**config.mk**
```make
export PLATFORM = sky130hd
export DESIGN_NAME = rcmr_cell
export DESIGN_NICKNAME = d
export VERILOG_FILES = /design/src/rtl/rcmr_pkg.sv /design/src/rtl/rcmr_cell.sv
export SDC_FILE = /design/constraint.sdc
export NUM_CORES = 1
export LEC_CHECK = 0
export BUFFER_PORTS_ARGS = -buffer_cell sky130_fd_sc_hd__buf_2
export CORE_UTILIZATION = 35
export CTS_BUF_LIST = sky130_fd_sc_hd__clkbuf_8
export DETAILED_ROUTE_END_ITERATION = 16
export GPL_TIMING_DRIVEN = 0
export HOLD_SLACK_MARGIN = 0.02
export SLEW_MARGIN = 20
export SYNTH_ARGS = -nofsm -noshare
export SYNTH_HDL_FRONTEND = slang
export SYNTH_SLANG_ARGS = --single-unit
```
**constraint.sdc**
```tcl
create_clock -name clk -period 9.61 [get_ports clk]
set_input_delay 1.922 -clock clk [delete_from_list [all_inputs] [get_ports clk]]
set_output_delay 1.922 -clock clk [all_outputs]
set_load 0.005 [all_outputs]
```
**src/rtl/rcmr_pkg.sv**
```systemverilog
package rcmr_pkg;

	// residue / modulus width
	localparam int MB = 62;
	// quotient width of the modulus-switch division
	localparam int QW = MB + 2;
	// plaintext modulus width
	localparam int TW = 32;
	// width of the per-cell bit stream and quotient
	localparam int BW = (QW > TW) ? QW : TW;
	// configuration port widths
	localparam int CW  = 64;
	localparam int CIW = 3;
	// total pipeline depth, cells plus glue stages
	localparam int NSTG = 4 * MB + QW + TW + 4;

	// configuration register indexes
	typedef enum logic [CIW-1:0] {
		CFG_LIMB_COUNT  = 3'd0,
		CFG_FIRST_MOD   = 3'd1,
		CFG_SECOND_MOD  = 3'd2,
		CFG_FIRST_INV   = 3'd3,
		CFG_PLAIN_MOD   = 3'd4
	} cfg_reg_t;

	// data handed from one cell to the next
	typedef struct packed {
		logic [MB-1:0] acc;   // running remainder, below the modulus
		logic [MB-1:0] a;     // multiplicand, below the modulus
		logic [BW-1:0] quo;   // running quotient
		logic [BW-1:0] bits;  // multiplier bits, MSB consumed first
	} cell_t;

endpackage

```
**src/rtl/rcmr_cell.sv**
```systemverilog
// One step of a shift-add multiply with modular reduction:
// acc = 2*acc + bit*a, reduced by 0, m or 2*m; quo = 2*quo + digit.
module rcmr_cell (
	input  logic                  clk,
	input  logic                  en,
	input  logic [rcmr_pkg::MB-1:0] m,
	input  rcmr_pkg::cell_t       d_i,
	output rcmr_pkg::cell_t       d_q
);
	import rcmr_pkg::*;

	logic [MB+1:0] x;
	logic [MB+1:0] m1;
	logic [MB+1:0] m2;
	logic [MB+1:0] r;
	logic [1:0]    dig;

	// doubled remainder plus conditional multiplicand, then reduce
	always_comb begin
		m1 = {2'b00, m};
		m2 = {1'b0, m, 1'b0};
		x  = {1'b0, d_i.acc, 1'b0} + (d_i.bits[BW-1] ? {2'b00, d_i.a} : '0);
		priority if (x >= m2) begin
			dig = 2'd2;
			r   = x - m2;
		end else if (x >= m1) begin
			dig = 2'd1;
			r   = x - m1;
		end else begin
			dig = 2'd0;
			r   = x;
		end
	end

	always_ff @(posedge clk) begin
		if (en) begin
			d_q.acc  <= r[MB-1:0];
			d_q.a    <= d_i.a;
			d_q.quo  <= {d_i.quo[BW-2:0], 1'b0} + BW'(dig);
			d_q.bits <= {d_i.bits[BW-2:0], 1'b0};
		end
	end

endmodule

```
# == After elaboration in Yosys (flattened, before gate mapping) ==
# Index checks and enable logic that the tools add are counted.
# classes
muxes,5
n_lt_le_gt_ge,2
n_addsub,4
# ops
cell,count
2-to-1 mux 62 bit,3
subtractor 62 bit,2
adder 63 x 62 -> 64 bit,1
adder 64 x 2 -> 64 bit,1
>= comparator 64 x 62 -> 1 bit,1
>= comparator 64 x 63 -> 1 bit,1
2-to-1 mux 2 bit,1
2-to-1 mux 1 bit,1
# totals
reg_bits,251
inputBits,316
elab_cells,15
out_inout_bits,252

# == Longest topological paths before layout ==
# Gate-level depths: netlist of the first run.
# depth
word_depth,6
ltp_mapped,38
depth_no_buf,35

# == Worst setup path before layout of the first run ==
# Ideal clock, no wire load.
# synth_timing
path_kind,input port to flip-flop
startpoint,input port d_i[63] (netlist bit)
endpoint,"register d_q[123] (netlist bit), data pin"
arrival_ns,8.760
setup_ns,0.260
stages,36
t_required_ns,9.350
path_slack_ns,0.590
path_buffers,4
path_cell_list,clkbuf_1 > and2_1 > ha_1 > fa_1 > a211oi_2 > o21bai_1 > a211oi_4 > a211oi_1 > nor3_1 > o21ai_0 > a21oi_1 > o21bai_1 > xnor2_1 > ha_1 > clkbuf_1 > nand4_1 > nor2_1 > and4_1 > a21oi_1 > o211ai_1 > a221o_1 > buf_2 > buf_1 > ha_1 > ha_1 > inv_1 > nor2_1 > nand3_1 > nor2_1 > nand3_1 > nor2_1 > and3_1 > nand2b_1 > or3_1 > nor2_1 > xor2_1
# synth_between
elab_chain_cells,6
word_cells_on_any_way,7
classes_between,add/sub (2); order compare (2); mux (3)
# synth_lines
item,line,source
start: declaration,rcmr_cell.sv:7,"input rcmr_pkg::cell_t d_i,"
2-to-1 mux 62 bit (*),rcmr_cell.sv:22,"x = {1'b0, d_i.acc, 1'b0} + (d_i.bits[BW-1] ? {2'b00, d_i.a} : '0);"
adder 63 x 62 -> 64 bit (*),rcmr_cell.sv:22,
>= comparator 64 x 62 -> 1 bit,rcmr_cell.sv:26,end else if (x >= m1) begin
2-to-1 mux 1 bit,rcmr_cell.sv:26,
2-to-1 mux 2 bit (*),rcmr_cell.sv:23,priority if (x >= m2) begin
adder 64 x 2 -> 64 bit (*),rcmr_cell.sv:39,"d_q.quo <= {d_i.quo[BW-2:0], 1'b0} + BW'(dig);"
end: declaration,rcmr_cell.sv:8,output rcmr_pkg::cell_t d_q
# Every way passes the cells marked *; elsewhere a longest branch is shown, timed or not.
# A chain may end at the register's enable or synchronous reset.

# == Worst setup path after layout of the first run ==
# Ends and elaborated chain as after synthesis.

==> results of run 1 <==
-- per-layer routing --
layer,up-vias,part of all wire,GRT usage
met2,780,0.48,0.435
li1,9869,-,-
met4,0,0.031,0.0877
met3,112,0.068,0.0506
met5,-,0,0
met1,9882,0.42,0.314
-- power breakdown --
part           internal (mW)  switching (mW)  total, mW
Clock                  0.574           0.489       1.06
Sequential              1.44          0.0472       1.48
Combinational          0.950            1.51       2.46
Total                   2.96            2.04       5.00
-- logic make-up after synthesis --
group	count (synthesis)
xor gates and xnor gates	229
muxes	77
AOI/OAI and AO/OA	669
adders and majority gates	190
other	1
DFF	251
buffers and inverters	193
and+or+nand+nor	712
-- area by class of cell --
| cell class | instances | area share |
|---|---|---|
| plain buffers | 82 | 0.0158 |
| multi-input cells | 1878 | 0.500 |
| well taps | 773 | 0.0365 |
| inverters | 101 | 0.0143 |
| clock buffers | 48 | 0.0249 |
| flip-flops and latches | 251 | 0.284 |
| repair buffers | 580 | 0.113 |
| clock inverters | 37 | 0.0102 |
| diodes | 7 | 0.000660 |
-- placed cells by master, fill, tap and decap left out, types with 9 or more instances in the layout --
master      n
xor2_1     80
nor2b_1    21
buf_2     578
edfxtp_1  251
nand3_1    62
nand2b_1   12
xnor2_1   142
a21oi_1   207
and2_1     71
nand4_1    54
nor2_1    130
o31ai_1     9
o21ai_0   141
clkbuf_8   49
inv_1     117
nand2_1   215
clkinv_1    9
nor4_1     11
buf_4      15
o211ai_1   20
nor3_1     32
clkbuf_1   51
or3_1      12
and3_1     28
a211oi_1   17
a31oi_1    23
mux2i_1    74
o21a_1     21
o21bai_1   35
o21ai_1    17
a21o_1     74
ha_1      182
and4_1     14
-- what timing repair did --
item,CTS,global route
buffers inserted,9,4
hold endpoints to repair,0,0
setup endpoints to repair,123,22
pin swaps,9,9
gates resized for setup,63,29
-- worst paths after layout --
check / start / to / slack (ps) / cells past startpoint
worst min-delay path: d_i[185] / d_q[185]$_DFFE_PP_ / 1460 / 1
worst max-delay path: d_i[63] / d_q[123]$_DFFE_PP_ / 420 / 39
==> results.yml, run 1 <==
layout:
  top_register: "d_q"
  fin_area_um2: 26500
  area_delta_synth_final_pct: 24.8
  fin_nets: 3447
  utilization: 0.445
  largest_register_ffs: 251
  multi_input_area_um2: 13300
  drive_gt1_frac: 0.250
  reg.largest.list: "d_q: 251 flops"
  seqCellArea_um2: 7540
  fin_cells: 3757
  n_fill_cell: 5973
yosys:
  syn_area_per_cell_um2: 9.16
  synth-seq-cells: 251
  netlist_area_um2: 21300
  syn_nets: 2828
  synth_cells: 2322
  synth_top_family_by_area: "compound AO/OA/AOI/OAI gates"
  yosysWarnings: 0
  synthTopCellsByArea: "edfxtp_1 35%, ha_1 11%, xnor2_1 6.0%"
  async_flop_share: 0
  yosys.area_share.adder: 0.113
  synth_xor_area_frac: 0.0943
  ys_types: 89
  synthTopCellsByCount: "251 x edfxtp_1, 216 x nand2_1, 210 x a21oi_1"
  synth_top_cell_area_share: 0.354
  yosysTopAreaCell: "edfxtp_1"
  synth_flop_cell: "edfxtp_1"
  seq_area_frac_synth: 0.354
  synth.most_common_cell: "edfxtp_1"
  yosys.area_share.simple: 0.166
  synth_compound_area_frac: 0.198
  muxShareOfSynthArea: 0.0364
  synth-edff-count: 251
sta:
  worst_slack_ps: 424
  finalHoldViolCount: 0
  slew_viol_final: 0
  fin_crit_sh: 0.956
  period_needed_ps: 9190
  hold_slack_ps: 1460
  setup_tns_ps: 0
  setup_viol: 0
  fmax_mhz: 109
  worstMarginPinSlew_ps: 1020
  maxSlewHeadroom: 0.308
power_and_ir_drop:
  powerDensity_nw_per_um2: 188
  peakVddDrop_v: 0.000130
  p_total_mw: 5.00
  cellLeakagePower_nw: 11.8
die:
  core_um2: 59600
  fp-row-count: 89
  io_pins: 568
  start_util: 0.357
  dieArea_um2: 61700
  die_w_um: 248
  dieHeight_um: 248
drt:
  drt-pass1-iter-count: 7
  wirelength_mm: 80.7
  vias: 20643
  route.detailed.drc: 0
  via_per_inst: 5.49
  postRouteAntennaNets: 0
  drt-initial-drc-count: 1192
  avgRoutedWirePerCell_um: 21.5
global_route:
  grt_max_degree: 94
  grt_pass1_wl_mm: 121
  antenna_found_initial: 8
  grt_pass1_vias: 20377
  grt_overflow: 0
  groute.usage.overall: 0.253
setup_path:
  setup.worst_path.class: "in2reg"
  crit_path_top_delay_cell: "or4_4"
  cp_slowest_stage_delay_ps: 470
  worstPathArrival_ps: 9560
  crit_path_start_kind: "input pin"
  required_ps: 9980
  cp_max_fo: 19
  cp_top_family: "simple AND/OR/NAND/NOR gates"
  crit_top_cell: "nor2_4"
  end_kind: "flip-flop"
  path_buf_inv: 6
clock_network:
  cts_tree: "built"
  clk_pin_slew_ps: 70
  numCtsBuffers: 47
  cts_buffer_depth: 3
  cts_hold_buffers: 0
  clkSinkCount: 251
  htree_levels: 2
  root_buffer: "clkbuf_8"
placed_design:
  port_buffers: 565
  dp_cells: 3662
  gp_congestion: 0.921
  hpwl_mm: 66.6
  placed_area_um2: 25100
  post-place-ws_ps: -3890
run_status:
  outcome: "finished clean"
job:
  max-cap-violations: 0
hold_path:
  hold_class: "in2reg"
Note: power is estimated with default switching activity, not from simulation.
==> inputs of run 2 (changes only) <==
--- a/config.mk
+++ b/config.mk
@@ -6,6 +6,7 @@
 export NUM_CORES = 1
 export LEC_CHECK = 0
 export BUFFER_PORTS_ARGS = -buffer_cell sky130_fd_sc_hd__buf_2
+export CORE_ASPECT_RATIO = 1.75
 export CORE_UTILIZATION = 35
 export CTS_BUF_LIST = sky130_fd_sc_hd__clkbuf_8
 export DETAILED_ROUTE_END_ITERATION = 16
==> results.yml, run 2 (same netlist as run 1, synthesis figures left out) <==
global_route:
  grt_overflow: 0
  antenna_found_initial: 5
  groute.usage.overall: 0.272
  grt_pass1_wl_mm: 125
  grt_max_degree: 94
  grt_pass1_vias: 21007
setup_path:
  crit_top_cell: "nor2_4"
  cp_slowest_stage_delay_ps: 460
  crit_path_start_kind: "input pin"
  setup.worst_path.class: "in2reg"
  required_ps: 10060
  worstPathArrival_ps: 9790
  cp_max_fo: 10
  end_kind: "flip-flop"
  crit_path_top_delay_cell: "or4_4"
clock_network:
  clkSinkCount: 251
  cts_hold_buffers: 0
  htree_levels: 2
  root_buffer: "clkbuf_8"
  clk_pin_slew_ps: 80
  cts_tree: "built"
  cts_buffer_depth: 3
  numCtsBuffers: 42
layout:
  reg.largest.list: "d_q: 251 flops"
  largest_register_ffs: 251
  drive_gt1_frac: 0.256
  mostFrequentLayoutCells: "579 x buf_2, 251 x edfxtp_1, 216 x nand2_1"
  area_delta_synth_final_pct: 24.9
  multi_input_area_um2: 13300
  final_common_cell: "buf_2"
  top_register: "d_q"
  fin_nets: 3447
  n_fill_cell: 6025
  seqCellArea_um2: 7540
sta:
  slew_viol_final: 0
  fmax_mhz: 107
  maxSlewHeadroom: 0.328
  fin_crit_sh: 0.971
  setup_viol: 0
  worstMarginPinSlew_ps: 1000
  hold_slack_ps: 1460
  finalHoldViolCount: 0
  period_needed_ps: 9340
die:
  dieHeight_um: 328
  core_um2: 60200
  io_pins: 568
  start_util: 0.354
  dieArea_um2: 61800
  die_w_um: 188
  fp-row-count: 119
drt:
  drt-initial-drc-count: 1138
  routed.top_layer: "met5"
  via_per_inst: 5.51
  drt-pass1-iter-count: 6
  met2WireLength_mm: 44.4
  route.detailed.drc: 0
  avgRoutedWirePerCell_um: 23.2
  postRouteAntennaNets: 0
  wirelength_mm: 87.5
  wl_met3_mm: 5.84
  wl_met1_mm: 28.7
  vias: 20730
placed_design:
  hpwl_mm: 72.3
  port_buffers: 565
  gp_congestion: 1.04
power_and_ir_drop:
  cellLeakagePower_nw: 11.8
  powerDensity_nw_per_um2: 190
  peakVddDrop_v: 0.000127
  p_total_mw: 5.05
job:
  max-cap-violations: 0
hold_path:
  hold_class: "in2reg"
run_status:
  outcome: "finished clean"
## run 2: metal layers
layer	track usage	vias up
met1	0.252	9662
li1	-	9854
met2	0.503	945
met4	0.239	4
met3	0.0548	265
met5	0	-
## run 2: repair_timing
| action | 4_1_cts | 5_1_grt |
|---|---|---|
| setup buffers | 10 | 7 |
| pin swaps | 12 | 12 |
| resized for setup | 65 | 41 |
| setup endpoints to repair | 74 | 22 |
## run 2: path summary, 6_finish.rpt
path	startpoint	end	slack, ps	cells past startpoint
worst max-delay path	d_i[63]	d_q[125]$_DFFE_PP_	270	42
worst min-delay path	d_i[171]	d_q[171]$_DFFE_PP_	1460	1
## run 2: final cells by class
type,count,share of cell area
Timing Repair Buffer,584,0.115
Clock buffer,42,0.0218
Sequential cell,251,0.284
Clock inverter,34,0.0103
Multi-Input combinational cell,1878,0.502
Inverter,101,0.0143
Antenna cell,5,0.000471
Tap cell,786,0.0370
Buffer,83,0.0157
## run 2: power breakdown
part / switching [mW] / internal [mW] / leakage (nW)
Combinational: 1.60 / 0.959 / 8.84
Sequential: 0.0500 / 1.43 / 2.45
Clock: 0.484 / 0.523 / 0.457
## run 2: worst max-delay path, delay by kind of cell
| family | cells | cell delay [ps] |
|---|---|---|
| AO/OA/AOI/OAI | 11 | 2030 |
| XOR/XNOR | 2 | 380 |
| adder cells (fa/ha/maj) | 5 | 1180 |
| buffers and inverters | 8 | 1190 |
| AND/OR/NAND/NOR | 16 | 3010 |
## run 2: metrics by stage
| stage | setup slack (ps) | area [um2] | utilization | TNS (ps) | instances |
|---|---|---|---|---|---|
| after global routing | -40.9 | 26600 | 0.442 | -40.9 | 3760 |
| after floorplan | 590 | 21300 | - | 0 | 2322 |
| final | 274 | 26600 | 0.442 | 0 | 3764 |
| after detailed placement | -3710 | 25100 | 0.418 | -181150 | 3675 |
| after CTS | 10.7 | 26400 | 0.438 | 0 | 3761 |
| after global placement | -4080 | 25100 | 0.417 | -235540 | 3673 |
