[src/rtl/rcmr_pkg.sv]
package rcmr_pkg;

	// residue / modulus width
	localparam int MB = 62;
	// quotient width of the modulus-switch division
	localparam int QW = MB + 2;
	// plaintext modulus width
	localparam int TW = 32;
	// width of the per-cell bit stream and quotient
	localparam int BW = (QW > TW) ? QW : TW;
	// configuration port widths
	localparam int CW  = 64;
	localparam int CIW = 3;
	// total pipeline depth, cells plus glue stages
	localparam int NSTG = 4 * MB + QW + TW + 4;

	// configuration register indexes
	typedef enum logic [CIW-1:0] {
		CFG_LIMB_COUNT  = 3'd0,
		CFG_FIRST_MOD   = 3'd1,
		CFG_SECOND_MOD  = 3'd2,
		CFG_FIRST_INV   = 3'd3,
		CFG_PLAIN_MOD   = 3'd4
	} cfg_reg_t;

	// data handed from one cell to the next
	typedef struct packed {
		logic [MB-1:0] acc;   // running remainder, below the modulus
		logic [MB-1:0] a;     // multiplicand, below the modulus
		logic [BW-1:0] quo;   // running quotient
		logic [BW-1:0] bits;  // multiplier bits, MSB consumed first
	} cell_t;

endpackage

[src/rtl/rcmr_skid.sv]
// Output register with one skid entry; full stops the pipeline.
module rcmr_skid (
	input  logic                    clk,
	input  logic                    arst_n,
	input  logic                    tail_valid,
	input  logic [rcmr_pkg::TW-1:0] tail_data,
	input  logic                    out_stall,
	output logic                    full_q,
	output logic                    out_valid_q,
	output logic [rcmr_pkg::TW-1:0] out_data_q
);
	import rcmr_pkg::*;

	logic [TW-1:0] skid_q;
	logic          take;

	// output register free or being drained this cycle
	assign take = !out_valid_q || !out_stall;

	always_ff @(posedge clk or negedge arst_n) begin
		if (!arst_n) begin
			full_q      <= 1'b0;
			out_valid_q <= 1'b0;
		end else if (full_q) begin
			if (take) begin
				out_valid_q <= 1'b1;
				full_q      <= 1'b0;
			end
		end else if (tail_valid) begin
			if (take) begin
				out_valid_q <= 1'b1;
			end else begin
				full_q <= 1'b1;
			end
		end else if (take) begin
			out_valid_q <= 1'b0;
		end
	end

	// payload
	always_ff @(posedge clk) begin
		if (full_q) begin
			if (take) begin
				out_data_q <= skid_q;
			end
		end else if (tail_valid) begin
			if (take) begin
				out_data_q <= tail_data;
			end else begin
				skid_q <= tail_data;
			end
		end
	end

endmodule

[config.mk]
export PLATFORM = sky130hd
export DESIGN_NAME = rcmr_skid
export DESIGN_NICKNAME = d
export VERILOG_FILES = /design/src/rtl/rcmr_pkg.sv /design/src/rtl/rcmr_skid.sv
export SDC_FILE = /design/constraint.sdc
export NUM_CORES = 1
export LEC_CHECK = 0
export BUFFER_PORTS_ARGS = -buffer_cell sky130_fd_sc_hd__buf_2
export CAP_MARGIN = 5
export CELL_PAD_IN_SITES_DETAIL_PLACEMENT = 1
export CELL_PAD_IN_SITES_GLOBAL_PLACEMENT = 1
export CORE_MARGIN = 5
export CORE_UTILIZATION = 47
export CTS_CLUSTER_DIAMETER = 80
export DETAILED_ROUTE_END_ITERATION = 10
export PLACE_DENSITY = 0.81
export SLEW_MARGIN = 15
export SYNTH_ARGS = -nofsm -noshare
export SYNTH_HDL_FRONTEND = slang
export SYNTH_SLANG_ARGS = --single-unit
[constraint.sdc]
create_clock -name clk -period 7.6 [get_ports clk]
set_input_delay 1.14 -clock clk [delete_from_list [all_inputs] [get_ports clk]]
set_output_delay 1.14 -clock clk [all_outputs]
set_load 0.02 [all_outputs]
After elaboration in Yosys (flattened, before gate mapping)

Index checks and enable logic that the tools add are counted.

Register bits: 66
Latch bits: 0
Memory bits (writable): 0
Memory bits (read-only): 0
Output and inout bits: 34
Word-level logic and storage cells: 24
Memories kept: 0

$add $sub $neg: 0
$mul: 0
Divide/modulo/power cells: 0
$lt $le $gt $ge: 0
Eq/ne operators: 0
Shift operators: 0
Multiplexer cells: 11
Bitwise logic cells: 2
Reduce and logical (&&, ||, !) cells: 7

Operators with widths:

| operator           | count |
|---|---|
| $mux W32           | 4 |
| $mux W1            | 7 |
| $reduce_and A3 Y1  | 1 |
| $reduce_bool A3 Y1 | 1 |
| $logic_not A1 Y1   | 2 |
| $not A1 Y1         | 2 |
| $reduce_and A2 Y1  | 1 |
| $reduce_bool A2 Y1 | 1 |
| $logic_or A1 B1 Y1 | 1 |

Longest topological paths before layout

Gate-level depths: netlist of run 1.

Word-level depth: 5
Depth in mapped cells: 3

Worst setup path before layout of run 1

Ideal clock, no wire load.

Kind: input to register
Start: in tail_valid
End: reg out_data_q[0] in the netlist's numbering, enable pin
Library setup time: 0.437 ns
Arrival time: 2.841 ns
Data required time: 7.163 ns
Slack: 4.322 ns
Stages on the path: 1
Buffers on the path: 0
Cells stage by stage: a2bb2oi_1

Cells in the longest elaborated chain, start to end: 2

RTL lines:

| item                         | line            | source |
|---|---|---|
| from (decl)                  | rcmr_skid.sv:5  | `input logic tail_valid,` |
| $reduce_bool A2 Y1 (no line) | -               |  |
| $reduce_and A2 Y1 (no line)  | -               |  |
| to (signal assigned)         | rcmr_skid.sv:44 | `out_data_q <= skid_q;` |
| to (signal assigned)         | rcmr_skid.sv:48 | `out_data_q <= tail_data;` |
| to (decl)                    | rcmr_skid.sv:10 | `output logic [rcmr_pkg::TW-1:0] out_data_q` |

Every way passes these cells.
A chain may end at the register's enable or synchronous reset.

Worst setup path after layout of run 1

Start: reg full_q
End: out full_q

RTL lines:

| item                   | line            | source |
|---|---|---|
| from (decl)            | rcmr_skid.sv:8  | `output logic full_q,` |
| from (signal assigned) | rcmr_skid.sv:22 | `full_q <= 1'b0;` |
| from (signal assigned) | rcmr_skid.sv:27 | `full_q <= 1'b0;` |
| from (signal assigned) | rcmr_skid.sv:33 | `full_q <= 1'b1;` |

No word-level cell between the ends.

==> impl_metrics.csv, run 1 <==
group,metric,value,unit
cts,cts_resized,0,
setup_path,critPathArrivalTime,1720,ps
synth,ys_top_cells_by_area,"edfxtp_1 (76%), mux2_4 (15%), mux2_2 (2.7%)",
grt,grt_pass1_wl,7760,um
setup_path,crit_path_start_kind,"flop",
grt,grt_pass1_vias,1444,
die,initial_core_util,48.9,%
route,post_drt_wl_per_cell,18.8,um
synth,synth.most_common_cell,"edfxtp_1",
sta,min_period_over_period,37.6,%
sta,setup_viol,0,
route,via_per_inst,4.87,
pwr,power.density,261,mW/mm2
route,vias,1257,
job,maxCapViolations,0,
synth,syn_avg_cell_area,23.9,um2
grt,grt_start_max_net_pins,38,
sta,max_freq,350,MHz
die,die_area,0.00695,mm2
die,pin_count,70,
finish,layoutNonFillerInstCount,258,
setup_path,worstSetupPathType,"reg -> out",
synth,ys.warnings.count,0,
synth,ys_types,10,
placed_design,hpwlAfterDp,3420,um
cts,numClockSinks,66,
setup_path,worst-path-buf-inv,1,
synth,synth_top_flop_cell,"edfxtp_1",
die,num_rows,26,
route,drt-initial-drc-count,47,
synth,netlist_area,0.00253,mm2
synth,synth-async-reset-ratio,3.03,%
sta,skew,9.99,ps
sta,maxSlewHeadroom,30.1,%
setup_path,crit_family,"flip-flops",
placed_design,numPortBuffers,69,
die,coreArea,0.00517,mm2
route,firstDrtPassIters,4,
grt,grt_overflow,0,
die,chipWidth,83.4,um
cts,cts-hold-fix-buffers,0,
pwr,peakVddDrop,0.187,mV
sta,hold_viol,0,
cts,htreeDepth,3,
cts,clkLatencyLatePin,330,ps
run_status,status,"complete, no violations",
route,antenna_left,0,
synth,synth.top_cell.area_share,76.0,%
synth,synth_commonest_cells,"edfxtp_1 (64), mux2_4 (26), mux2_2 (6)",
route,wirelength,4860,um
grt,antenna_found_initial,0,
synth,syn_nets,142,
setup_path,path_cells,"buf_2",
cts,clock-root-buffer,"clkbuf_8",
synth,synth-seq-cells,66,
hold_path,hold_class,"reg -> reg",
placed_design,dp.cells,242,
cts,ctsLongestPathBuffers,2,
finish,area_growth,23.1,%
setup_path,cp-end-kind,"output pin",
finish,num-fill-cells,461,
sta,rsz0062_at_grt,"false",
cts,cts_tree,"yes",
sta,finalMaxSlewViolations,0,
finish,nets,219,
synth,synth-edff-count,64,
synth,ys_seq_area_share,77.9,%
setup_path,cp_slowest_cell,"dfrtp_2",
finish,antenna_cells,0,
setup_path,crit_fanout,37,
grt,grtUsageTotal,14.8,%
setup_path,worstPathRequired,6460,ps
placed_design,gp_congestion,0.712,
cts,post_cts_buffers,0,
pwr,power,0.814,mW
pwr,p_leak,1.24,nW
synth,synth_top_area_cell,"edfxtp_1",
cts,clk_pin_slew_worst_paths,70,ps
die,die_y,83.4,um
synth,syn-instance-count,106,
setup_path,worst_path_largest_cell_delay,1060,ps
finish,drive_gt1_share,62.2,%
sta,worst_pin_slew,1050,ps
sta,finalSetupTns,0,ps
sta,fin_crit,2860,ps
route,route.detailed.drc,0,
cts,numCtsBuffers,9,
-- worst paths after layout --
kind,start,end,slack [ps],cells after the start
worst min-delay path,skid_q[21],out_data_q[21],550,1
min in group asynchronous,arst_n,out_valid_q,580,1
worst max register to register,full_q,skid_q[31],5260,2
worst max-delay path,full_q,full_q,4740,1
max in group asynchronous,arst_n,full_q,6910,1
worst min register to register,skid_q[21],out_data_q[21],550,1
-- cells by family (layout without fill, tap and decap cells) --
kind of cell / Yosys count / count (layout) / share of synthesized area, %
DFF: 66 / 66 / 77.9
AOI/OAI and AO/OA: 3 / 3 / 1.09
buffers and inverters: 4 / 86 / 2.47
muxes: 32 / 32 / 18.1
and+or+nand+nor: 1 / 1 / 0.396
-- per-stage QoR --
| step | cell area, um2 | utilization, % | setup slack (ps) | hold WS, ps |
|---|---|---|---|---|
| final | 3120 | 60.2 | 4740 | 547 |
| after global routing | 3120 | 60.2 | 4630 | 558 |
| after CTS | 3120 | 60.2 | 4710 | 552 |
| after detailed placement | 2930 | 56.6 | 4930 | 536 |
| after global placement | 2930 | 56.6 | 5050 | 532 |
| after floorplan | 2530 | - | 4320 | 523 |
-- placed cells by master (no fill, tap or decap) --
cell type   n
edfxtp_1   64
dfrtp_1     1
mux2_2      6
dfrtp_2     1
bufinv_16   1
o211a_1     1
mux2_4     26
buf_2      69
clkbuf_1    3
clkbuf_8   10
a211o_1     1
a2bb2oi_4   1
and4b_1     1
buf_4       1
clkinv_2    2
-- cell type report --
type	instances	area, um2	share of cell area [%]
Timing Repair Buffer	70	353	11.3
Tap cell	70	87.6	2.81
Clock inverter	3	40.0	1.29
Clock buffer	13	149	4.78
Sequential cell	66	1970	63.3
Multi-Input combinational cell	36	513	16.5
-- report_power, final --
group	switching, mW	internal (mW)	leakage [nW]
combinational	0.0461	0.0414	0.519
clock	0.124	0.160	0.0974
sequential	0.0134	0.429	0.624
-- sequential cells by signal, summed over array words and instances (netlist names) --
register     flops
out_valid_q      1
out_data_q      32
skid_q          32
full_q           1
-- routing by layer --
metal / wire (um) / global-route usage [%] / up-vias
met2: 2530 / 25.3 / 43
li1: - / - / 578
met4: 73 / 6.98 / 0
met3: 310 / 4.85 / 12
met5: 0 / 0 / -
met1: 1940 / 16.7 / 624
(Power assumes the default switching activity.)
==> run 2, diff against run 1 <==
--- a/config.mk
+++ b/config.mk
@@ -10,10 +10,10 @@
 export CELL_PAD_IN_SITES_DETAIL_PLACEMENT = 1
 export CELL_PAD_IN_SITES_GLOBAL_PLACEMENT = 1
 export CORE_MARGIN = 5
-export CORE_UTILIZATION = 47
+export CORE_UTILIZATION = 39
 export CTS_CLUSTER_DIAMETER = 80
 export DETAILED_ROUTE_END_ITERATION = 10
-export PLACE_DENSITY = 0.81
+export PLACE_DENSITY = 0.71
 export SLEW_MARGIN = 15
 export SYNTH_ARGS = -nofsm -noshare
 export SYNTH_HDL_FRONTEND = slang
==> constraint.sdc (replaced) <==
create_clock -name clk -period 2.42 [get_ports clk]
set_input_delay 0.363 -clock clk [delete_from_list [all_inputs] [get_ports clk]]
set_output_delay 0.363 -clock clk [all_outputs]
set_load 0.02 [all_outputs]
==> run 2 against run 1 <==
Net effect: register-to-register slack got worse by 4400 ps; clock power rose to 3.0 times the previous value; first-iteration DRC count fell by 13%; highest routed layer unchanged.
==> impl_metrics.csv, run 2 (synthesized netlist as in run 1, its figures left out) <==
group,metric,value,unit
grt,grt_overflow,0,
sta,skew,6.47,ps
cts,numCtsBuffers,9,
sta,finalSetupTns,0,ps
pwr,clkPwrFrac,33.4,%
setup_path,cp-end-kind,"output pin",
finish,fin_area,0.00316,mm2
sta,setup_viol,0,
job,maxCapViolations,0,
setup_path,crit_fanout,34,
placed_design,dp.cells,251,
pwr,p_sw_share,22.5,%
sta,min_period_over_period,78.0,%
placed_design,numPortBuffers,69,
sta,maxSlewHeadroom,61.5,%
die,die_y,90.5,um
cts,cts_tree,"yes",
finish,drive_gt1_share,60.7,%
finish,final_core_util,50.1,%
die,chipWidth,90.5,um
setup_path,cp_slowest_cell,"buf_4",
route,vias,1245,
placed_design,place_area,0.00298,mm2
route,via_per_inst,4.65,
sta,timing.hold.ws,224,ps
cts,clkLatencyLatePin,330,ps
die,num_rows,29,
cts,clk_pin_slew_worst_paths,70,ps
sta,finalWorstSetupSlack,532,ps
placed_design,hpwlAfterDp,3440,um
pwr,p_sw,0.564,mW
finish,nets,222,
grt,grt_start_max_net_pins,35,
cts,cts_resized,0,
finish,antenna_cells,0,
pwr,p_leak,1.25,nW
setup_path,worst_path_largest_cell_delay,510,ps
sta,max_freq,530,MHz
die,pin_count,70,
sta,worst_pin_slew,578,ps
grt,grtUsageTotal,12.0,%
finish,layout_common_cells,"buf_2 (69), edfxtp_1 (64), mux2_4 (26)",
pwr,pwr-share-comb,12.1,%
finish,layout_commonest_cell,"buf_2",
route,firstDrtPassIters,4,
cts,numClockSinks,66,
route,drt-initial-drc-count,41,
finish,largestRegisters,"out_data_q: 32 flops, skid_q: 32 flops",
run_status,status,"complete, no violations",
setup_path,worstPathRequired,2060,ps
setup_path,critPathArrivalTime,1520,ps
die,coreArea,0.00631,mm2
setup_path,worst-path-buf-inv,2,
hold_path,hold_class,"in -> reg",
grt,antenna_found_initial,0,
die,die_area,0.00820,mm2
cts,post_cts_buffers,0,
setup_path,worstSetupPathType,"reg -> out",
setup_path,path_cells,"buf_4 > buf_2",
pwr,power,2.51,mW
placed_design,gp_congestion,0.668,
die,initial_core_util,40.1,%
finish,area_growth,25.0,%
grt,grt_pass1_wl,7360,um
cts,ctsLongestPathBuffers,2,
pwr,power.density,795,mW/mm2
route,antenna_left,0,
setup_path,crit_family,"buffers and inverters",
sta,rsz0062_at_grt,"false",
route,wirelength,4680,um
setup_path,crit_path_start_kind,"flop",
sta,finalMaxSlewViolations,0,
pwr,pwr-share-seq,54.5,%
cts,clock-root-buffer,"clkbuf_8",
finish,multi_input_area,513,um2
grt,grt_pass1_vias,1449,
cts,htreeDepth,3,
cts,cts-hold-fix-buffers,1,
finish,num-fill-cells,635,
sta,hold_viol,0,
pwr,peakVddDrop,0.431,mV
pwr,internal_power,1.95,mW
finish,regArea,0.00197,mm2
finish,layoutNonFillerInstCount,268,
sta,fin_crit,1890,ps
placed_design,dp_slack,771,ps
route,route.detailed.drc,0,
route,post_drt_wl_per_cell,17.5,um
## run 2: routing by layer
metal	wire length [um]	track usage [%]	vias to the layer above	share of wire, %
met5	0	0	-	0
met4	102	7.07	0	2.2
met3	330	4.92	10	7.1
met2	2530	21.1	42	54
met1	1720	11.6	607	37
li1	-	-	586	-
## run 2: worst register-to-register path, stage by stage, from the launching register on
cell and delay, ps:
dfrtp_2 440, and4b_1 620, buf_12 250
## run 2: final timing paths
path | start | cells past startpoint | end | slack, ps
min | tail_data[4] | 1 | skid_q[4] | 220
max in group asynchronous | arst_n | 2 | full_q | 1950
max reg2reg | full_q | 2 | skid_q[29] | 820
min reg2reg | skid_q[29] | 1 | out_data_q[29] | 550
max | full_q | 2 | full_q | 530
min in group asynchronous | arst_n | 2 | full_q | 360
## run 2: power by group through the flow
| stage | Clock, mW | Sequential, mW | Combinational [mW] |
|---|---|---|---|
| finish | 0.840 | 1.37 | 0.304 |
| global route | 0.926 | 1.38 | 0.323 |
| CTS | 0.863 | 1.37 | 0.311 |
| detailed placement | 0 | 1.39 | 0.309 |
| global placement | 0 | 1.39 | 0.298 |
| floorplan | 0 | 1.45 | 0.136 |
## run 2: cell type report
class                      count  area share [%]
clock buffer                  11            4.16
clock inverter                 5            1.42
multi-input combinational     36            16.2
sequential                    66            62.4
tap                           77            3.05
timing repair buffer          73            12.7
